<file path="src/rtl/ekt_pkg.sv">
// ekt_pkg: sizes, state codes and helpers for the expiring key table
// no dependencies; imported by expiring_key_table_core
`timescale 1ns / 1ps

package ekt_pkg;

	localparam int TABLE_DEPTH = 32;
	localparam int IDX_W       = (TABLE_DEPTH > 1) ? $clog2(TABLE_DEPTH) : 1;
	localparam int CNT_W       = $clog2(TABLE_DEPTH + 1);
	localparam int KEY_W       = 16;
	localparam int DUR_W       = 24;
	localparam int TIME_W      = 32;
	localparam int LIVE_W      = 6;
	localparam int EXT_W       = (CNT_W > LIVE_W) ? CNT_W : LIVE_W;
	localparam int ENTRY_W     = KEY_W + TIME_W;
	localparam int IN_DATA_W   = 72;
	localparam int OUT_DATA_W  = 8;

	localparam logic ACT_ADD   = 1'b0;
	localparam logic ACT_QUERY = 1'b1;

	localparam logic [1:0] ST_IDLE   = 2'd0;
	localparam logic [1:0] ST_SWEEP  = 2'd1;
	localparam logic [1:0] ST_FINISH = 2'd2;

	typedef logic [IDX_W-1:0] idx_t;
	typedef logic [CNT_W-1:0] cnt_t;

	typedef struct packed {
		logic [KEY_W-1:0]  key;
		logic [TIME_W-1:0] expiry;
	} entry_t;

	function automatic logic [LIVE_W-1:0] sat_live(input logic [EXT_W-1:0] cnt);
		logic [EXT_W-1:0] lim;
		lim = EXT_W'(63);
		if (cnt > lim)
			return LIVE_W'(63);
		else
			return cnt[LIVE_W-1:0];
	endfunction

endpackage

</file>
<file path="src/rtl/expiring_key_table_core.sv">
// expiring_key_table_core: fixed-capacity key table with expiry, one sweep per word
// depends on ekt_pkg; entries in an internal synchronous memory, valid bits in flops
`timescale 1ns / 1ps
//
//  channel  | direction | tdata (low bit up)                       | tuser
//  s_axis   | in        | entry_key[15:0] duration[23:0] now[31:0] | action
//  m_axis   | out       | ok, live_count[5:0], zero pad            | -
//
//  per word, one memory read port walks every entry once and the last read drains;
//  the finish step, held until any older result is taken, writes the new entry and loads the result
//  the result register holds until taken; the next word is accepted meanwhile
//  reset clears the valid bits at once, no clearing pass

module expiring_key_table_core
	import ekt_pkg::*;
(
	input  logic                  clk,
	input  logic                  arst_n,
	input  logic                  s_axis_tvalid,
	output logic                  s_axis_tready,
	input  logic [IN_DATA_W-1:0]  s_axis_tdata,   // entry_key, duration, now_time
	input  logic [0:0]            s_axis_tuser,   // action
	output logic                  m_axis_tvalid,
	input  logic                  m_axis_tready,
	output logic [OUT_DATA_W-1:0] m_axis_tdata    // ok, live_count, pad
);

	entry_t                   mem [TABLE_DEPTH];
	entry_t                   rd_data_s1;
	logic                     rd_vld_s1;
	idx_t                     idx_s1;

	logic [1:0]               state_q;
	idx_t                     rd_idx_q;
	logic [TABLE_DEPTH-1:0]   valid_q;
	logic                     act_q;
	logic [KEY_W-1:0]         key_q;
	logic [DUR_W-1:0]         dur_q;
	logic [TIME_W-1:0]        now_q;
	logic                     found_q;
	logic                     free_found_q;
	idx_t                     free_idx_q;
	cnt_t                     live_cnt_q;

	logic                     out_vld_q;
	logic                     ok_q;
	logic [LIVE_W-1:0]        live_q;

	logic                     in_acc;
	logic                     rd_en;
	logic                     cur_valid;
	logic                     expired;
	logic                     keep;
	logic                     finish;
	logic                     stored;
	entry_t                   wr_entry;
	cnt_t                     live_final;

	assign s_axis_tready = (state_q == ST_IDLE);
	assign in_acc        = s_axis_tvalid && s_axis_tready;
	assign rd_en         = (state_q == ST_SWEEP);

	assign cur_valid = valid_q[idx_s1];
	assign expired   = cur_valid && (now_q > rd_data_s1.expiry);
	assign keep      = cur_valid && !expired;

	assign finish     = (state_q == ST_FINISH) && !rd_vld_s1 && (!out_vld_q || m_axis_tready);
	assign stored     = (act_q == ACT_ADD) && free_found_q;
	assign live_final = live_cnt_q + cnt_t'(stored);

	assign wr_entry.key    = key_q;
	assign wr_entry.expiry = now_q + TIME_W'(dur_q);

	// table memory
	always_ff @(posedge clk) begin
		if (rd_en)
			rd_data_s1 <= mem[rd_idx_q];
		if (finish && stored)
			mem[free_idx_q] <= wr_entry;
	end

	always_ff @(posedge clk or negedge arst_n) begin
		if (!arst_n) begin
			state_q      <= ST_IDLE;
			rd_idx_q     <= '0;
			rd_vld_s1    <= 1'b0;
			idx_s1       <= '0;
			valid_q      <= '0;
			found_q      <= 1'b0;
			free_found_q <= 1'b0;
			free_idx_q   <= '0;
			live_cnt_q   <= '0;
			out_vld_q    <= 1'b0;
			ok_q         <= 1'b0;
			live_q       <= '0;
			act_q        <= ACT_ADD;
			key_q        <= '0;
			dur_q        <= '0;
			now_q        <= '0;
		end else begin
			rd_vld_s1 <= rd_en;
			idx_s1    <= rd_idx_q;

			if (finish)
				out_vld_q <= 1'b1;
			else if (m_axis_tready)
				out_vld_q <= 1'b0;

			case (state_q)
				ST_IDLE: begin
					if (in_acc) begin
						act_q        <= s_axis_tuser[0];
						key_q        <= s_axis_tdata[KEY_W-1:0];
						dur_q        <= s_axis_tdata[KEY_W+DUR_W-1:KEY_W];
						now_q        <= s_axis_tdata[KEY_W+DUR_W+TIME_W-1:KEY_W+DUR_W];
						rd_idx_q     <= '0;
						found_q      <= 1'b0;
						free_found_q <= 1'b0;
						live_cnt_q   <= '0;
						state_q      <= ST_SWEEP;
					end
				end
				ST_SWEEP: begin
					if (rd_idx_q == idx_t'(TABLE_DEPTH - 1))
						state_q <= ST_FINISH;
					else
						rd_idx_q <= rd_idx_q + idx_t'(1);
				end
				ST_FINISH: begin
					if (finish) begin
						if (stored)
							valid_q[free_idx_q] <= 1'b1;
						ok_q      <= (act_q == ACT_ADD) ? free_found_q : found_q;
						live_q    <= sat_live(EXT_W'(live_final));
						state_q   <= ST_IDLE;
					end
				end
				default: begin
					state_q <= ST_IDLE;
				end
			endcase

			// per-entry update as read data returns
			if (rd_vld_s1) begin
				if (expired)
					valid_q[idx_s1] <= 1'b0;
				if (keep) begin
					live_cnt_q <= live_cnt_q + cnt_t'(1);
					if ((act_q == ACT_QUERY) && (rd_data_s1.key == key_q))
						found_q <= 1'b1;
				end else if (!free_found_q) begin
					free_found_q <= 1'b1;
					free_idx_q   <= idx_s1;
				end
			end
		end
	end

	assign m_axis_tvalid = out_vld_q;
	assign m_axis_tdata  = {{(OUT_DATA_W - 1 - LIVE_W){1'b0}}, live_q, ok_q};

endmodule

</file>
<file path="config.mk">
export PLATFORM = sky130hd
export DESIGN_NAME = expiring_key_table_core
export DESIGN_NICKNAME = d
export VERILOG_FILES = /design/src/rtl/ekt_pkg.sv /design/src/rtl/expiring_key_table_core.sv
export SDC_FILE = /design/constraint.sdc
export NUM_CORES = 2
export LEC_CHECK = 0
export ABC_AREA = 1
export BUFFER_PORTS_ARGS = -buffer_cell sky130_fd_sc_hd__clkbuf_2
export CORE_UTILIZATION = 68
export DETAILED_ROUTE_END_ITERATION = 16
export HOLD_SLACK_MARGIN = 0.05
export PLACE_DENSITY_LB_ADDON = 0.05
export SLEW_MARGIN = 10
export SYNTH_ARGS = -nofsm -noshare
export SYNTH_HDL_FRONTEND = slang
export SYNTH_SLANG_ARGS = --single-unit
</file>
<file path="constraint.sdc">
create_clock -name clk -period 8.2 [get_ports clk]
set_input_delay 1.64 -clock clk [delete_from_list [all_inputs] [get_ports clk]]
set_output_delay 1.64 -clock clk [all_outputs]
set_load 0.05 [all_outputs]
</file>
==> impl_metrics.ini <==
[run_status]
outcome = finished clean

[synth]
synth_compound_area_frac = 0.117
synth_simple_gate_area_frac = 0.102
muxShareOfSynthArea = 0
ys_ff_latch = 1723
synth_top_family_by_area = compound AO/OA/AOI/OAI gates
async_flop_share = 0.0807
synthAdderAreaFrac = 0.0112
yosysMostFrequentCell = edfxtp_1
yosysUniqueCellTypes = 42
synth-xor-area-share = 0.00389
synth_top_area_frac = 0.682
synth_top_area_cell = edfxtp_1
seq_area_frac_synth = 0.732
synth_edf_count = 1584
yosys_warnings = 0
syn_area_sq_um = 69800
postSynthCellCount = 5627
yosys_most_used_dff = edfxtp_1
ys_top_cells_by_count = edfxtp_1, nor2_1, o21ai_0
synth.area.top_cells = edfxtp_1, o21ai_0, dfrtp_1
synth_nets = 5766
syn_avg_cell_area_sq_um = 12.4

[global_route]
grt_use_total = 0.366
grt_pass1_vias = 43621
grt_pass1_wl_mm = 278
grt_start_max_net_pins = 217
antenna_found_initial = 1
grt_overflow = 0

[worst_setup_path]
worstReg2RegStart = rd_idx_q[0]
worstSetupPathType = input pin to flop
r2r_slack_ns = 4.11
crit_path_start = m_axis_tready
critical-path-top-delay-family = simple AND/OR/NAND/NOR gates
critPathBufInv = 4
cp.required_ns = 8.61
r2r_cells = 8
crit_slowest_cell = nor2_4
end_kind = flop
rr_endpoint = rd_data_s1[22]
slowest_delay_ns = 0.81
crit_chain = clkbuf_2 > nor2_1 > inv_1 > nand2_1 > inv_1 > nand2_1 > nor2_1 > nand2_1 > nor2_4 > buf_4
crit_top_cell = nand2_1
cp-start-kind = input pin
arrival_ns = 4.69
worstPathMaxFanout = 30

[die]
die_w_microns = 322
rows = 117
dieArea_sq_um = 104000
die_y_microns = 322
start_util = 0.686
ios = 87
core_sq_um = 102000

[clock_tree]
h-tree-depth = 4
root_buffer = clkbuf_16
clk_latency_ns = 0.79
clock_sinks = 1723
clkTransAtPathRegs_ns = 0.06
cts_inserted_buffers = 165
cts_resized = 0
cts_tree = yes
post_cts_buffers = 0
cts_buffer_depth = 3
cts-hold-fix-buffers = 0

[flow_run]
maxCapViolCount = 0

[layout]
diodes = 0
drive_above_1_share = 0.0871
fin_nets = 5761
final_cell_area_sq_um = 77100
multi_input_area_sq_um = 16900
seqCellArea_sq_um = 51100
final_util = 0.758
syn_to_final_growth_pct = 10.6
fill_cells = 6419

[sta]
rsz0062_at_grt = no
timing.final.hold_violations = 0
fmax_ghz = 0.234
post-route-min-period_ns = 4.28
finClkSkew_ns = 0.0332
final-setup-viol-count = 0
fin_ws_ns = 3.92
worst_pin_slew_ns = 1.33
fin_crit_sh = 0.521
setup_tns_ns = 0
drv_slew = 0
slew_headroom = 0.110

[detailed_routing]
drc = 0
first_pass_iters = 8
ant_nets = 0
drt_iter0_drc = 7013
drt-total-wl_mm = 188
viasPerCell = 6.58
vias = 46960
wl_per_cell_microns = 26.4

[hold_path]
holdPathStages = 2
hold_end = found_q
hp-start = found_q
min_path_type = flop to flop

[pwr]
power_leakage_nw = 26.8
max-vdd-ir-drop_mv = 0.405
power_per_cell_area_nw_per_um2 = 397

[placed_design]
io_buffers = 85
place_ws_ns = 3.27
gp_congestion = 0.916
hpwl_mm = 103
place_area_sq_um = 71800
==> power by group <==
group / switching [mW] / total, mW / internal (mW)
registers: 0.499 / 13.2 / 12.7
clock network: 3.29 / 7.46 / 4.17
logic: 7.72 / 9.98 / 2.26
==> logic make-up after synthesis <==
family          Yosys count
simple gates           1783
compound gates         1426
other cells               1
flops                  1723
buf+inv                 601
xor+xnor                 31
fa+ha+maj                62
==> tightest hold or removal path: stages, from the launching register on <==
cell     delay, ns
dfrtp_1       0.35
nand2_1       0.05
nand2_1       0.05
==> registers in the layout (all words and copies together) (netlist names), 2 cells and up <==
register / flops
dur_q: 24
free_idx_q: 5
idx_s1: 5
key_q: 16
live_cnt_q: 6
live_q: 6
mem: 1536
now_q: 32
rd_data_s1: 48
rd_idx_q: 5
state_q: 2
valid_q: 32
==> metrics by stage <==
stage | std cells | total power, mW | hold slack (ns)
floorplan | 5627 | 18.9 | 0.349
global placement | 6823 | 22.9 | 0.466
detailed placement | 6823 | 23.1 | 0.471
CTS | 7134 | 30.5 | 0.487
global route | 7134 | 31.7 | 0.505
finish | 7134 | 30.7 | 0.482
==> area by class of cell <==
| class | instances | share of cell area |
|---|---|---|
| flip-flops and latches | 1723 | 0.662 |
| multi-input cells | 3303 | 0.218 |
| repair buffers | 179 | 0.0162 |
| clock buffers | 196 | 0.0560 |
| clock inverters | 115 | 0.0129 |
| well taps | 1368 | 0.0222 |
| inverters | 250 | 0.0124 |
==> per-layer routing <==
layer / share of wire / GRT usage / vias to the layer above
li1: - / - / 20471
met1: 0.37 / 0.523 / 22780
met2: 0.46 / 0.557 / 3258
met3: 0.12 / 0.0676 / 451
met4: 0.046 / 0.167 / 0
met5: 0 / 0 / -
==> worst max path at each step <==
| stage | end | slack, ns | depth (start not counted) |
|---|---|---|---|
| global placement | mem[27][22] | 3.31 | 10 |
| detailed placement | mem[25][25] | 3.27 | 10 |
| CTS | mem[25][14] | 4.08 | 10 |
| global route | mem[25][14] | 3.76 | 10 |
| finish | mem[25][16] | 3.92 | 10 |
| floorplan | valid_q[13] | 3.31 | 11 |
==> layout by cell type, fill, tap and decap left out, types with 9 or more instances in the layout <==
| cell type | instances |
|---|---|
| a21oi_1 | 49 |
| buf_12 | 9 |
| buf_4 | 85 |
| bufinv_16 | 12 |
| clkbuf_1 | 27 |
| clkbuf_16 | 168 |
| clkbuf_2 | 84 |
| clkinv_1 | 43 |
| clkinv_2 | 42 |
| dfrtp_1 | 135 |
| edfxtp_1 | 1584 |
| ha_1 | 61 |
| inv_1 | 241 |
| nand2_1 | 619 |
| nand3_1 | 166 |
| nand4_1 | 50 |
| nor2_1 | 864 |
| nor2_4 | 35 |
| nor3_1 | 25 |
| o211ai_1 | 54 |
| o21ai_0 | 850 |
| o21ai_1 | 55 |
| o221ai_1 | 136 |
| o22ai_1 | 252 |
| or2_2 | 10 |
| xor2_1 | 10 |
Note: power is estimated with default switching activity, not from simulation.
